==> config.mk <==
export PLATFORM = sky130hd
export DESIGN_NAME = vjr_ram
export DESIGN_NICKNAME = d
export VERILOG_FILES = /design/src/hdl/vjr_ram.sv
export SDC_FILE = /design/constraint.sdc
export NUM_CORES = 1
export LEC_CHECK = 0
export BUFFER_PORTS_ARGS = -buffer_cell sky130_fd_sc_hd__buf_2
export CORE_ASPECT_RATIO = 1.25
export CORE_MARGIN = 1.5
export CORE_UTILIZATION = 54
export DETAILED_ROUTE_END_ITERATION = 8
export PLACE_DENSITY = 0.68
export REMOVE_ABC_BUFFERS = 1
export SETUP_SLACK_MARGIN = 0.02
export SLEW_MARGIN = 30
export SYNTH_ARGS = -nofsm -noshare
export SYNTH_HDL_FRONTEND = slang
export SYNTH_SLANG_ARGS = --single-unit
==> constraint.sdc <==
create_clock -name clk -period 2.4 [get_ports clk]
set_input_delay 0.12 -clock clk [delete_from_list [all_inputs] [get_ports clk]]
set_output_delay 0.12 -clock clk [all_outputs]
set_load 0.005 [all_outputs]
==> src/hdl/vjr_ram.sv <==
`timescale 1ns / 1ps

module vjr_ram #(
	parameter int WIDTH = 16,
	parameter int DEPTH = 16
) (
	input  logic                                  clk,
	input  logic                                  we,
	input  logic [((DEPTH > 1) ? $clog2(DEPTH) : 1)-1:0] waddr,
	input  logic [WIDTH-1:0]                      wdata,
	input  logic [((DEPTH > 1) ? $clog2(DEPTH) : 1)-1:0] raddr,
	output logic [WIDTH-1:0]                      rdata
);

	logic [WIDTH-1:0] mem [DEPTH];

	// single write port, registered read
	always_ff @(posedge clk) begin
		if (we) begin
			mem[waddr] <= wdata;
		end
		rdata <= mem[raddr];
	end

endmodule

[Word level (Yosys, flattened, before mapping)]
Memory sizes are Yosys's and may differ from the RTL's. A register that Yosys moved wholly into a read port is not among the register bits.
Cells that the tools add are included.
Storage, ports and cells
  RAM bits: 256
  bits of input ports: 26
  memories kept: 1
  flip-flop bits (word level): 0
  word-level logic and storage cells: 3
Memory list
  mem: depth 16, width 16, read ports 1, clocked after memory_dff 1, wr ports 1, RTL line 15  | logic [WIDTH-1:0] mem [DEPTH];
Operators by class
  mux-type cells: 2
Operators with widths (count)
  $mux 1: 2

[Logic depth before layout (Yosys ltp)]
Gate-level depths: netlist (run 1).
  depth after elaboration: 2
  depth in mapped cells: 5
  depth with buffers taken out: 3

[Worst setup path before layout (run 1)]
OpenSTA, ideal clock, no wires.
  path kind: input to register
  start point: input port waddr[2] (netlist name)
  end point: memory mem[0][0], enable pin
  setup slack: 0.225 ns
  library setup time: 0.409 ns
  stages on the path: 2
  arrival time: 1.766 ns
  cell sequence: or3b_2 -> nor3_1
RTL lines
  start: declaration: RTL line 9  | input logic [((DEPTH > 1) ? $clog2(DEPTH) : 1)-1:0] waddr,
  end: declaration: RTL line 15
No word-level cell before the write port.

==> reports/qor.yml, run 1 <==
drt:
  drt-pass1-iter-count: 4
  vias: 4594
  drt.antenna.violating_nets: 0
  drt_iter0_markers: 442
  wl_um: 19600
  drc_errors: 0
  wl_per_cell_um: 25.5
  vias_per_cell: 5.97
synthesis:
  synth_top_area_share: 0.765
  ys_seq_elements: 272
  ys.flop_type: "edfxtp_1"
  synth-edff-count: 256
  netlist_area_um2: 10000
  synth-seq-area-share: 0.797
  yosysMostFrequentCell: "edfxtp_1"
  ys_types: 19
  syn-instance-count: 432
  yosys.area.top_type: "edfxtp_1"
  ys_warn_count: 0
  yosys-top-cells-area: "edfxtp_1 (77%), mux4_2 (12%), dfxtp_1 (3.2%), mux4_1 (2.6%), a22oi_1 (2.4%)"
  avgSynthCellArea_um2: 23.2
  synth_commonest_cells: "edfxtp_1 (256), mux4_2 (54), a22oi_1 (32), nand2_1 (17), dfxtp_1 (16)"
  synthArstFlopShare: 0
floorplanning:
  io_pins: 42
  core_um2: 18200
  dieHeight_um: 155
  initial_core_util: 0.553
  rows: 55
  dieWidth_um: 125
  dieArea_um2: 19400
critical_path:
  critPathRequiredTime_ns: 2.79
  crit_type: "flop to flop"
  start_kind: "flop"
  crit_fanout: 1
  end_kind: "flop"
  arrival_ns: 1.70
clocking:
  cts_resized: 0
  cts_made_buffers: 25
  clk_pin_slew_ns: 0.06
  clkLatencyLatePin_ns: 0.51
  cts_tree: "done"
  clk_path_buf_depth: 3
  clock_sinks: 272
  ctsHtreeMaxLevel: 1
  cts_root_buf: "clkbuf_16"
placement:
  dp_cells: 710
  dp_hpwl_um: 11000
  dpl_worst_slack_ns: 0.720
  placed_area_um2: 10700
  io_buffers: 41
  gp_congestion: 0.748
timing:
  setup_viol: 0
  worstMarginPinSlew_ns: 0.482
  whs_ns: 0.160
  maxSlewHeadroom: 0.678
  tns_ns: 0
  finalWorstPathRequiredPeriod_ns: 1.32
  fin_ws_ns: 1.08
  finalMaxSlewViolations: 0
  finalClockSkew_ns: 0.00691
  finalHoldViolations: 0
  fmax_ghz: 0.760
  grt_setup_unrepaired: "no"
  finalCritPeriodShare: 0.548
grt:
  grt_max_degree: 65
  grt_first_pass_wirelength_um: 29900
  grt_pass1_vias: 4877
  gr-usage-met3: 0.0292
  antenna_found_initial: 0
  use_met2: 0.376
  overflow: 0
  grt_use_total: 0.209
  grt_most_used_layer: "met2"
  gr-usage-met1: 0.269
flow_run:
  maxCapViolations: 0
pwr:
  p_total_mw: 9.80
  power_density_nw_per_um2: 837
  peakVddDrop_uv: 592
  p_leak_nw: 3.88
layout:
  final_nets: 551
  fin_cells: 769
  utilization: 0.645
  antenna_cells: 0
  area.growth.synth_to_final_pct: 16.7
  drive_gt1_frac: 0.333
  design_area_um2: 11700
min_path:
  min_path_type: "primary input to flop"
run_status:
  run_status: "finished, final reports clean"
[state kept, by name (all words and copies together), names as in the netlist]
register / cells
mem: 256
rdata: 16
[layout by cell type, fill, tap and decap left out, types with 2 or more instances in the layout]
cell and count:
mux4_1 10, nand2_1 17, dlygate4sd3_1 16, nor2_2 12
nand2b_1 2, nor2b_1 2, clkbuf_8 5, a22oi_1 32
buf_12 3, bufinv_16 3, edfxtp_1 256, dfxtp_1 16
clkinv_2 3, clkinvlp_4 2, clkbuf_16 25, nor3_2 4
buf_4 28, clkbuf_1 4, mux4_2 54, nand3b_1 2
buf_2 40
[cell type report]
type / instances / area (um^2)
Timing Repair Buffer: 87 / 631
Clock buffer: 34 / 709
Sequential cell: 272 / 8010
Clock inverter: 9 / 124
Multi-Input combinational cell: 139 / 1960
Fill cell: 1222 / 6450
Tap cell: 228 / 285
[logic make-up (layout without fill, tap and decap cells)]
group / count (synthesis) / in the layout / synth area share
compound gates: 32 / 32 / 0.0239
buf+inv: 21 / 130 / 0.0123
flops: 272 / 272 / 0.797
mux: 64 / 64 / 0.147
simple gates: 43 / 43 / 0.0192
[layer usage]
layer  vias to the layer above  part of all wire
met5                         -                 0
met4                         0             0.023
met3                        33             0.054
met2                       113              0.54
met1                      2425              0.38
li1                       2023                 -
[path summary, 6_finish.rpt]
check                 endpoint  slack [ns]  depth (start not counted)             startpoint
max           rdata[4]$_DFF_P_        1.08                          3   mem[10][4]$_DFFE_PP_
min reg2reg  rdata[13]$_DFF_P_        0.66                          3  mem[14][13]$_DFFE_PP_
max reg2reg   rdata[4]$_DFF_P_        1.08                          3   mem[10][4]$_DFFE_PP_
min           rdata[8]$_DFF_P_        0.16                          4               raddr[0]
[critical path, stage by stage (launching register included)]
cell and delay (ns):
edfxtp_1 0.36, mux4_1 0.50, a22oi_1 0.24, nand2_1 0.09
[where the power goes]
group | total, mW | switching [mW] | internal, mW
Sequential | 5.34 | 0.0289 | 5.31
Clock | 3.99 | 1.60 | 2.38
Combinational | 0.480 | 0.261 | 0.219
[timing repair]
action	4_1_cts	5_1_grt
hold buffers	16	0
setup buffers	0	0
hold endpoints to repair	256	0
(Power assumes the default switching activity.)
==> run 2: changes to the inputs <==
Settings changed: ABC_AREA set to 1.
Clock period 2.4 ns to 1.3 ns, I/O delays scaled along.
==> run 2 against run 1 <==
Effect of this change:
- via count rose by 66%
- worst hold slack got worse by 0.026 ns
- worst setup slack got worse by 0.85 ns
- critical path depth fell by 2
- sequential power rose by 85%
- core utilization barely moved
- register-to-register slack got worse by 0.80 ns
- global-route usage rose by 3.4 points
==> reports/qor.yml, run 2 <==
layout:
  largest_reg_flops: 256  # unchanged
  final_nets: 1174  # +110%
  seq_area_um2: 8010  # unchanged
  fin_cells: 1443  # +88%
  multi_input_area_um2: 2360  # +21%
  antenna_cells: 0  # unchanged
  utilization: 0.645  # about the same
  area.growth.synth_to_final_pct: 17.5
  layout_common_cells: "nand2_1 (341), edfxtp_1 (256), inv_1 (196)"
  fillers: 1575  # +29%
  regMostFlops: "mem"
  final_common_cell: "nand2_1"
  top_regs: "mem x256, rdata x16"
  drive_gt1_frac: 0.121  # -0.212
  design_area_um2: 13400  # +14%
drt:
  wl_per_cell_um: 18.1  # -29%
  drt-pass1-iter-count: 5  # +1
  drt_iter0_markers: 724  # +64%
  wl_um: 26200  # +34%
  drc_errors: 0  # unchanged
  drt.antenna.violating_nets: 0  # unchanged
  vias: 7615  # +66%
  vias_per_cell: 5.28  # -12%
synthesis:
  synthArstFlopShare: 0  # unchanged
  ys.flop_type: "edfxtp_1"
  netlist_area_um2: 11400  # +13%
  yosys-top-cells-area: "edfxtp_1 (68%), nand2_1 (11%), nand3_1 (8.5%), inv_1 (6.5%), dfxtp_1 (2.8%)"
  synth-seq-area-share: 0.704  # -0.0937
  ys_types: 13  # -6
  ys_seq_elements: 272  # unchanged
  ys_warn_count: 0  # unchanged
  avgSynthCellArea_um2: 10.6  # -54%
  syn-instance-count: 1074  # +150%
  yosysMostFrequentCell: "nand2_1"
  synth_commonest_cells: "nand2_1 (341), edfxtp_1 (256), inv_1 (196), nand3_1 (193), buf_2 (19)"
  synth-edff-count: 256  # unchanged
  synth_top_area_share: 0.675  # -0.0900
  yosys.area.top_type: "edfxtp_1"
floorplanning:
  dieArea_um2: 22000  # +13%
  dieWidth_um: 133  # +6.3%
  core_um2: 20700  # +14%
  initial_core_util: 0.549  # -0.00418
  dieHeight_um: 165  # +6.3%
  io_pins: 42  # unchanged
  rows: 59  # +7.3%
clocking:
  post_cts_buffers: 0  # unchanged
  cts_resized: 0  # unchanged
  cts_hold_buf: 17  # +1
  cts_tree: "done"
  clk_path_buf_depth: 3  # unchanged
  clkLatencyLatePin_ns: 0.53  # +0.02 ns
  cts_root_buf: "clkbuf_16"
  clk_pin_slew_ns: 0.06  # about the same
  ctsHtreeMaxLevel: 1  # unchanged
  clock_sinks: 272  # unchanged
  cts_made_buffers: 27  # +8.0%
pwr:
  p_leak_nw: 5.74  # +48%
  peakVddDrop_uv: 1310  # +120%
  power_density_nw_per_um2: 1430  # +71%
critical_path:
  start_kind: "flop"
  path_cells: "buf_2"
  r2r-start: "mem[15][11]$_DFFE_PP_"
  critical_path.top_delay_family: "flip-flops"
  path_buf_inv: 1  # +1
  critPathRequiredTime_ns: 1.24  # -1.55 ns
  arrival_ns: 1.00  # -0.70 ns
  reg2reg_depth: 6  # +3
  crit_type: "flop to output port"
  crit_fanout: 1  # unchanged
  end_kind: "output port"
  timing.rr.end: "rdata[11]$_DFF_P_"
  cpMaxStageDelayCell: "dfxtp_1"
  rrSetupSlack_ns: 0.28  # -0.80 ns
  critPathMaxStageDelay_ns: 0.35  # -0.15 ns
grt:
  grt_max_degree: 57  # -12%
  grt_pass1_vias: 7270  # +49%
  antenna_found_initial: 0  # unchanged
  grt_first_pass_wirelength_um: 40000  # +34%
  grt_use_total: 0.244  # +0.0344
  overflow: 0  # unchanged
min_path:
  min_path_type: "primary input to flop"
  min_to: "rdata[10]$_DFF_P_"
  holdPathStages: 5  # +1
  hold_start: "raddr[2]"
timing:
  finalMaxSlewViolations: 0  # unchanged
  finalCritPeriodShare: 0.819
  whs_ns: 0.134  # -0.0256 ns
  tns_ns: 0  # unchanged
  finalClockSkew_ns: 0.0121  # +0.00515 ns
  finalHoldViolations: 0  # unchanged
  fmax_ghz: 0.939
  maxSlewHeadroom: 0.780  # +0.102
  setup_viol: 0  # unchanged
  worstMarginPinSlew_ns: 0.330  # -0.152 ns
  finalWorstPathRequiredPeriod_ns: 1.06
  grt_setup_unrepaired: "no"
placement:
  gp_congestion: 0.765  # +2.3%
  io_buffers: 41  # unchanged
  placed_area_um2: 12300  # +14%
  dp_cells: 1376  # +94%
  dp_hpwl_um: 14800  # +34%
flow_run:
  maxCapViolations: 0  # unchanged
run_status:
  run_status: "finished, final reports clean"
==> run 2: cell count changes after synthesis, moves of 10 or more <==
| cell | before | now |
|---|---|---|
| mux4_2 | 54 | 0 |
| inv_1 | 0 | 196 |
| buf_2 | 3 | 19 |
| buf_4 | 3 | 18 |
| a22oi_1 | 32 | 0 |
| nand2_1 | 17 | 341 |
| mux4_1 | 10 | 0 |
| nand3_1 | 1 | 193 |
==> run 2: cell families after synthesis <==
group                  share of synthesized area
flip-flops                                 0.704
buffers and inverters                     0.0921
AND/OR/NAND/NOR                            0.204
==> run 2: power by group <==
| part | leakage (nW) | switching, mW | internal [mW] |
|---|---|---|---|
| registers | 2.45 | 0.0589 | 9.80 |
| logic | 2.83 | 0.811 | 0.435 |
| clock network | 0.459 | 3.21 | 4.83 |
==> run 2: cell type report <==
type,count,area share
Multi-Input combinational cell,553,0.177
Tap cell,274,0.0256
Clock inverter,17,0.0142
Inverter,198,0.0557
Timing Repair Buffer,96,0.0739
Sequential cell,272,0.599
Clock buffer,33,0.0552
==> run 2: metal layers <==
layer	GRT usage	part of all wire	wire, um	up-vias
met5	0	0	0	-
met4	0.0849	0.027	718	0
met3	0.0287	0.073	1920	54
met2	0.429	0.50	13200	328
met1	0.317	0.40	10400	3628
li1	-	-	-	3605
==> run 2: worst reg2reg max path, cell delays in order (launching register included) <==
cell and delay (ns):
edfxtp_1 0.39, inv_1 0.07, nand2_1 0.06, nand3_1 0.10
nand3_1 0.11, nand3_1 0.14, nand2_1 0.05
==> run 2: worst max path at each step <==
stage | from | to | slack, ns | cells after the start
global route | rdata[0]$_DFF_P_ | rdata[0] | 0.21 | 1
global placement | waddr[2] | mem[8][9]$_DFFE_PP_ | 0.15 | 4
floorplan | raddr[0] | rdata[12]$_DFF_P_ | -0.25 | 6
detailed placement | waddr[2] | mem[9][9]$_DFFE_PP_ | 0.14 | 4
CTS | rdata[12]$_DFF_P_ | rdata[12] | 0.22 | 1
finish | rdata[12]$_DFF_P_ | rdata[12] | 0.24 | 1
==> run 2: stage by stage <==
stage | worst slack, ns | power, mW
after detailed placement | 0.137 | 11.2
after floorplan | -0.253 | 10.6
after global routing | 0.207 | 19.7
after global placement | 0.149 | 11.2
final | 0.235 | 19.1
after CTS | 0.222 | 19.2
