**src/hdl/vjr_pkg.sv**
```systemverilog
`timescale 1ns / 1ps

package vjr_pkg;

	// Sizing
	localparam int SPEAKERS    = 8;
	localparam int FIFO_DEPTH  = 16384;
	localparam int SPK_W       = (SPEAKERS > 1) ? $clog2(SPEAKERS) : 1;
	localparam int PTR_W       = $clog2(FIFO_DEPTH);
	localparam int FILL_W      = $clog2(FIFO_DEPTH + 1);
	localparam int STORE_AW    = SPK_W + PTR_W;
	localparam int STORE_DEPTH = 1 << STORE_AW;

	// Fixed-point constants
	localparam int GAIN_FLOOR = 32;
	localparam int GAIN_ONE   = 32768;
	localparam int SMOOTH_Q16 = 11796;
	localparam int MIX_Q16    = 47186;

	typedef enum logic [1:0] {
		ACT_PUSH  = 2'd0,
		ACT_GAIN  = 2'd1,
		ACT_MIX   = 2'd2,
		ACT_CLEAR = 2'd3
	} action_t;

	localparam logic [1:0] CFG_ENABLE   = 2'd0;
	localparam logic [1:0] CFG_STEP     = 2'd1;
	localparam logic [1:0] CFG_PREBUF   = 2'd2;
	localparam logic [1:0] CFG_MAXBUF   = 2'd3;

	// Per-speaker record held in the speaker memory
	typedef struct packed {
		logic [PTR_W-1:0]  rp;
		logic [FILL_W-1:0] fill;
		logic [15:0]       sg;
		logic [15:0]       gg;
		logic [15:0]       ph;
		logic signed [15:0] cur;
		logic signed [15:0] nxt;
		logic              primed;
	} spk_rec_t;

	localparam int REC_W = $bits(spk_rec_t);

	// Request to the voice arithmetic unit
	typedef struct packed {
		logic               start;
		logic signed [15:0] cur;
		logic signed [15:0] nxt;
		logic [15:0]        ph;
		logic [15:0]        gain;
	} voice_req_t;

endpackage

```
**src/hdl/vjr_voice.sv**
```systemverilog
`timescale 1ns / 1ps

module vjr_voice import vjr_pkg::*; (
	input  logic               clk,
	input  logic               arst_n,
	input  voice_req_t         req,
	output logic               done,
	output logic signed [16:0] value
);

	typedef enum logic [2:0] {
		V_IDLE,
		V_MUL,
		V_SUM,
		V_LO,
		V_HI,
		V_RND
	} vstate_t;

	vstate_t            state_q;
	logic signed [16:0] diff_q;
	logic signed [15:0] cur_q;
	logic [15:0]        ph_q;
	logic [15:0]        gain_q;
	logic signed [33:0] t_q;
	logic [30:0]        k_q;
	logic [32:0]        mag_q;
	logic               neg_q;
	logic [63:0]        p_q;

	logic signed [33:0] t_d;
	logic [31:0]        k_d;
	logic signed [33:0] interp_d;
	logic [33:0]        mag_d;
	logic [48:0]        lo_d;
	logic [47:0]        hi_d;
	logic [63:0]        rnd_d;
	logic [16:0]        r_d;

	// interpolation, gain scaling, split wide product, rounding
	always_comb begin
		t_d      = diff_q * $signed({1'b0, ph_q});
		k_d      = 32'(gain_q) * 32'(MIX_Q16);
		interp_d = t_q + $signed({{2{cur_q[15]}}, cur_q, 16'd0});
		mag_d    = interp_d[33] ? 34'(-interp_d) : interp_d;
		lo_d     = mag_q * k_q[15:0];
		hi_d     = mag_q * k_q[30:16];
		rnd_d    = p_q + (64'd1 << 46);
		r_d      = rnd_d[63:47];
	end

	always_ff @(posedge clk or negedge arst_n) begin
		if (!arst_n) begin
			state_q <= V_IDLE;
			done    <= 1'b0;
			value   <= '0;
			diff_q  <= '0;
			cur_q   <= '0;
			ph_q    <= '0;
			gain_q  <= '0;
			t_q     <= '0;
			k_q     <= '0;
			mag_q   <= '0;
			neg_q   <= 1'b0;
			p_q     <= '0;
		end else begin
			done <= 1'b0;
			unique case (state_q)
				V_IDLE: begin
					if (req.start) begin
						diff_q  <= 17'(req.nxt) - 17'(req.cur);
						cur_q   <= req.cur;
						ph_q    <= req.ph;
						gain_q  <= req.gain;
						state_q <= V_MUL;
					end
				end
				V_MUL: begin
					t_q     <= t_d;
					k_q     <= k_d[30:0];
					state_q <= V_SUM;
				end
				V_SUM: begin
					neg_q   <= interp_d[33];
					mag_q   <= mag_d[32:0];
					state_q <= V_LO;
				end
				V_LO: begin
					p_q     <= 64'(lo_d);
					state_q <= V_HI;
				end
				V_HI: begin
					p_q     <= p_q + {hi_d, 16'd0};
					state_q <= V_RND;
				end
				V_RND: begin
					value   <= neg_q ? -$signed(r_d) : $signed(r_d);
					done    <= 1'b1;
					state_q <= V_IDLE;
				end
				default: state_q <= V_IDLE;
			endcase
		end
	end

`ifndef ASSERT_OFF
	// a result follows a start from idle after the multiply, sum, low, high and round states
	a_latency: assert property (@(posedge clk) disable iff (!arst_n)
		(state_q == V_IDLE && req.start) |=> ##5 done)
		else $error("voice result latency broken");
	// no new request is taken while a product is in flight
	a_busy: assert property (@(posedge clk) disable iff (!arst_n)
		(state_q != V_IDLE) |=> !(done && state_q != V_IDLE))
		else $error("voice unit overlap");
	// result is a single pulse
	a_pulse: assert property (@(posedge clk) disable iff (!arst_n)
		done |=> !done)
		else $error("voice done held");
`endif

endmodule

```
**config.mk**
```make
export PLATFORM = sky130hd
export DESIGN_NAME = vjr_voice
export DESIGN_NICKNAME = d
export VERILOG_FILES = /design/src/hdl/vjr_pkg.sv /design/src/hdl/vjr_voice.sv
export SDC_FILE = /design/constraint.sdc
export NUM_CORES = 2
export LEC_CHECK = 0
export BUFFER_PORTS_ARGS = -buffer_cell sky130_fd_sc_hd__buf_2
export CAP_MARGIN = 20
export CORE_ASPECT_RATIO = 1.75
export CORE_UTILIZATION = 55
export DETAILED_ROUTE_END_ITERATION = 10
export PLACE_DENSITY = 0.79
export SETUP_SLACK_MARGIN = 0.2
export SYNTH_ARGS = -nofsm -noshare
export SYNTH_HDL_FRONTEND = slang
export SYNTH_SLANG_ARGS = --single-unit
```
**constraint.sdc**
```tcl
create_clock -name clk -period 26.4 [get_ports clk]
set_input_delay 5.28 -clock clk [delete_from_list [all_inputs] [get_ports clk]]
set_output_delay 5.28 -clock clk [all_outputs]
set_load 0.005 [all_outputs]
```
# Yosys cells after proc, flatten, opt, wreduce, memory -nomap -nowiden
# Cells that the tools add are included.
[word_totals] ff_bits=248 input_bits=67 out_inout_bits=18 wordCells=37
[classes] add_sub_neg=6 multipliers=4 n_eq_ne=6 n_mux=6 n_reduce_logical=3
[ops] op="64-bit case mux with 2 select lines" n=1
[ops] op="33-bit by 15-bit multiplier with 48-bit output" n=2
[ops] op="64-bit by 47-bit adder with 64-bit output, second input constant" n=1
[ops] op="64-bit adder" n=1
[ops] op="34-bit by 32-bit adder with 34-bit output" n=1
[ops] op="17-bit by 17-bit multiplier with 34-bit output" n=1
[ops] op="33-bit 2-to-1 mux" n=1
[ops] op="33-bit negation" n=1
[ops] op="16-bit by 15-bit multiplier with 30-bit output, second input constant" n=1
[ops] op="17-bit 2-to-1 mux" n=1
[ops] op="17-bit negation" n=1
[ops] op="16-bit by 16-bit subtractor with 17-bit output" n=1
[ops] op="3-bit case mux with 5 select lines" n=1
[ops] op="3-bit by 2-bit equality test with 1-bit output, second input constant" n=2
[ops] op="3-bit equality test, second input constant" n=2
[ops] op="3-bit by 1-bit equality test with 1-bit output, second input constant" n=1
[ops] op="3-bit logical NOT" n=1
[ops] op="3-bit 2-to-1 mux" n=1
[ops] op="2-bit != test, second input constant" n=1
[ops] op="2-bit AND reduction" n=1
[ops] op="2-bit nonzero test" n=1
[ops] op="1-bit 2-to-1 mux" n=1

# Longest topological paths before layout
[logic_depth] depth_word=3 mapped_depth=38

# Worst setup path after synthesis
# No wires, ideal clock.
[synth_path] path_type="reg2reg" start="register k_q[22]" end="register p_q[63]" setup_time_ps=69 arrival_time_ps=8650 required_time_ps=26331 setup_slack_ps=17681 stages_incl_launch_ff=36 n_path_buf=2 synth_period_minus_slack_ps=8719 path_cell_list="dfrtp_1 > clkbuf_1 > clkbuf_1 > nand2_1 > fa_1 > fa_1 > inv_1 > fa_1 > fa_1 > fa_1 > inv_1 > fa_1 > inv_1 > ha_1 > a21oi_1 > o21ai_0 > a2111oi_0 > a21boi_0 > and2_1 > o21a_1 > nor2_1 > o21bai_1 > a21oi_1 > xnor2_1 > ha_1 > and3_1 > and2_1 > a311o_1 > or3_1 > o21ai_1 > a31oi_1 > a32oi_1 > a31o_2 > nor4_1 > or4_1 > nand3_1"
[synth_via] elab_chain_len=3
[synth_lines] item="start: declaration" line="vjr_voice.sv:26" rtl="logic [30:0] k_q;"
[synth_lines] item="start signal: assignment" line="vjr_voice.sv:80" rtl="k_q <= k_d[30:0];"
[synth_lines] item="33-bit by 15-bit multiplier with 48-bit output" line="vjr_voice.sv:47" rtl="hi_d = mag_q * k_q[30:16];"
[synth_lines] item="64-bit adder" line="vjr_voice.sv:93" rtl="p_q <= p_q + {hi_d, 16'd0};"
[synth_lines] item="64-bit case mux with 2 select lines" line="vjr_voice.sv:68" rtl="unique case (state_q)"
[synth_lines] item="end signal: assignment" line="vjr_voice.sv:89" rtl="p_q <= 64'(lo_d);"
[synth_lines] item="end signal: assignment" line="vjr_voice.sv:93"
[synth_lines] item="end: declaration" line="vjr_voice.sv:29" rtl="logic [63:0] p_q;"
# Every way passes these cells.
# A chain may end at the register's enable or synchronous reset.

# Worst setup path after layout
[layout_path] start="register mag_q[11]" end="register p_q[63]"
[layout_via] elab_chain_len=3
[layout_lines] item="start: declaration" line="vjr_voice.sv:27" rtl="logic [32:0] mag_q;"
[layout_lines] item="start signal: assignment" line="vjr_voice.sv:85" rtl="mag_q <= mag_d[32:0];"
[layout_lines] item="33-bit by 15-bit multiplier with 48-bit output" line="vjr_voice.sv:47"
[layout_lines] item="64-bit adder" line="vjr_voice.sv:93"
[layout_lines] item="64-bit case mux with 2 select lines" line="vjr_voice.sv:68"
# Every way passes these cells.

==> metrics <==
number of max-cap violations 0; Post-synth EDFFs 0; Layout Nets 8072; Max Root-Sink Buffers 3; sum of negative setup slack 0 ns; Synth top area share 39.57%; post-route insts no fill 7725; FF-to-FF Start mag_q[11]$_DFFE_PN0P_; chip width 246.7 um; post-DR vias/cell 5.770; CTS tree done; # clock sinks 232; area growth from synthesis to layout 4.623%; fin crit period 9.956 ns; most frequent CP cell fa_1; first-pass GRT wire length 260.9 mm; worst reg2reg endpoint p_q[63]$_DFFE_PN0P_; Worst Hold Launch value[15]$_DFFE_PN0P_; crit start category register; Worst-Skew Late Latency 0.67 ns; Synth warnings 0; CP Max Fanout 31; area leader, netlist fa_1; CTS clock-pin slew for the worst setup and hold paths 0.07 ns; Port Buf Inserts 84; Hold Buf Count CTS 0; routability cong. 0.9836; DPL Wire Length 133.5 mm; CP arrival 10.56 ns; Post-CTS Setup Bufs 0; largest net degree at the start of global routing 124; #FFs+latches synth 232; DR vias 44570; Tightest Pin Transition 1.116 ns; Hold EP value[15]$_DFFE_PN0P_; Max Clock Skew 0.03231 ns; ANT nets after route 0; CP required 27.00 ns; Hold Crit Class reg2reg; Final Cycle Share 37.71%; clk root buf clkbuf_16; # IOs 85; critical setup path kind reg2reg; post-synthesis cell count 6465; Core ar. 0.1036 mm^2; Num CTS Buffers 29; Rel. slew slack 25.04%; final design utilization 58.17%; Max Clk Rate 100.4 MHz; Post-synth ARST share 100.0%; Cell Area, Synth 0.05763 mm^2; layout cells sized above 1 4.159%; outcome completed; CP Capture Type register; H-tree depth 1; Die H 430.2 um; synth unique cells 84; WL/cell 21.35 um; Final Setup Violations 0; Slew Limit Fails 0; TritonRoute pass-1 iters 6; vias in the first global route 49360; gr ovfl total 0; initial antenna violation count 15; Synth Area per Inst 8.913 um^2; all-layer global routing usage 32.46%; final hold violations 0; R2R setup slack 16.44 ns; Post-synth top cells inv_1 (1201), fa_1 (1139), nand2_1 (1052), and2_1 (585), ha_1 (518); Min-Delay Path Depth 2; Critical Path Max Stage Delay 0.80 ns; row count 156; post_cts resized 0; slowest CP cell dfrtp_1; RSZ-0062 raised after global routing no; Starting Density 55.60%; count leader, synth inv_1; Reg2Reg Depth 34; Placed Instances 7653; DR iter-0 viols 2662; Syn Nets 8189; sequential element share of the synthesized area 10.07%; main flop type after synthesis dfrtp_1; DRC Markers 0; Die Area 0.1061 mm^2; top area cells in the synthesized netlist fa_1 (40%), ha_1 (11%), dfrtp_1 (10%); drt total wl 164.9 mm
==> cell type report <==
type | count | area, um^2
antenna | 11 | 27.53
clock buffer | 34 | 754.5
clock inverter | 20 | 280.3
fill | 8924 | 43360
inverter | 1201 | 4508
multi-input combinational | 4713 | 46120
sequential | 232 | 5806
tap | 1343 | 1680
timing repair buffer | 171 | 1114
==> stage by stage <==
| stage | cell area (um^2) | worst slack, ns | hold slack [ns] |
|---|---|---|---|
| after global routing | 60280 | 15.82 | 0.5028 |
| after global placement | 59150 | 16.74 | 0.4506 |
| after detailed placement | 59150 | 16.53 | 0.4709 |
| final | 60290 | 16.44 | 0.4801 |
| after floorplan | 57630 | 17.68 | 0.4523 |
| after CTS | 60180 | 16.53 | 0.4857 |
==> logic make-up (layout without fill, tap and decap cells) <==
family,after synthesis,in the layout,synth area share (%)
xor gates and xnor gates,246,246,3.739
other,0,11,0
and+or+nand+nor,2009,2009,16.66
muxes,5,5,0.09770
adders and majority gates,1657,1657,50.82
DFF,232,232,10.07
AOI/OAI and AO/OA,796,796,8.663
buffers and inverters,1520,1426,9.953
==> worst max path at each step <==
stage,start,endpoint,slack [ns],cells past startpoint
floorplan,k_q[22]$_DFFE_PN0P_,p_q[63]$_DFFE_PN0P_,17.68,35
finish,mag_q[11]$_DFFE_PN0P_,p_q[63]$_DFFE_PN0P_,16.44,34
CTS,mag_q[11]$_DFFE_PN0P_,p_q[63]$_DFFE_PN0P_,16.53,34
global route,mag_q[11]$_DFFE_PN0P_,p_q[63]$_DFFE_PN0P_,15.82,34
detailed placement,mag_q[11]$_DFFE_PN0P_,p_q[63]$_DFFE_PN0P_,16.53,34
global placement,mag_q[11]$_DFFE_PN0P_,p_q[63]$_DFFE_PN0P_,16.74,34
==> registers in the layout, summed over array words and instances, names as in the netlist <==
signal and count:
p_q 48, t_q 34, mag_q 33, k_q 30
diff_q 17, value 17, cur_q 16, gain_q 16
ph_q 16, state_q 3, done 1, neg_q 1
==> critical path, delay by kind of cell (launching register included) <==
family                     cells  cell delay [ns]
adders and majority gates      8             3.68
AOI/OAI and AO/OA             12             2.88
and+or+nand+nor                9             2.15
DFF                            1             0.80
buffers and inverters          4             0.21
xor gates and xnor gates       1             0.14
==> layer usage <==
layer  track usage (%)  wire (um)  up-vias
met5                 0         49        -
met4             33.53      20770        8
met1             30.05      49120    22310
li1                  -          -    19570
met2             58.04      86530     1764
met3             5.078       8473      919
==> cells in the final DEF, fill, tap and decap left out, types with 30 or more instances in the layout <==
| cell | instances |
|---|---|
| ha_1 | 518 |
| o21bai_1 | 30 |
| nand3_1 | 51 |
| and2_1 | 585 |
| fa_1 | 1139 |
| inv_1 | 1201 |
| buf_4 | 82 |
| a21o_1 | 99 |
| xor2_1 | 99 |
| a21oi_1 | 194 |
| o21ai_0 | 241 |
| nand2_1 | 1052 |
| xnor2_1 | 146 |
| nor2_1 | 132 |
| buf_2 | 83 |
| dfrtp_1 | 232 |
Power is not shown: default switching activity piles up to over one toggle a cycle in this logic, so the estimate is an artifact.
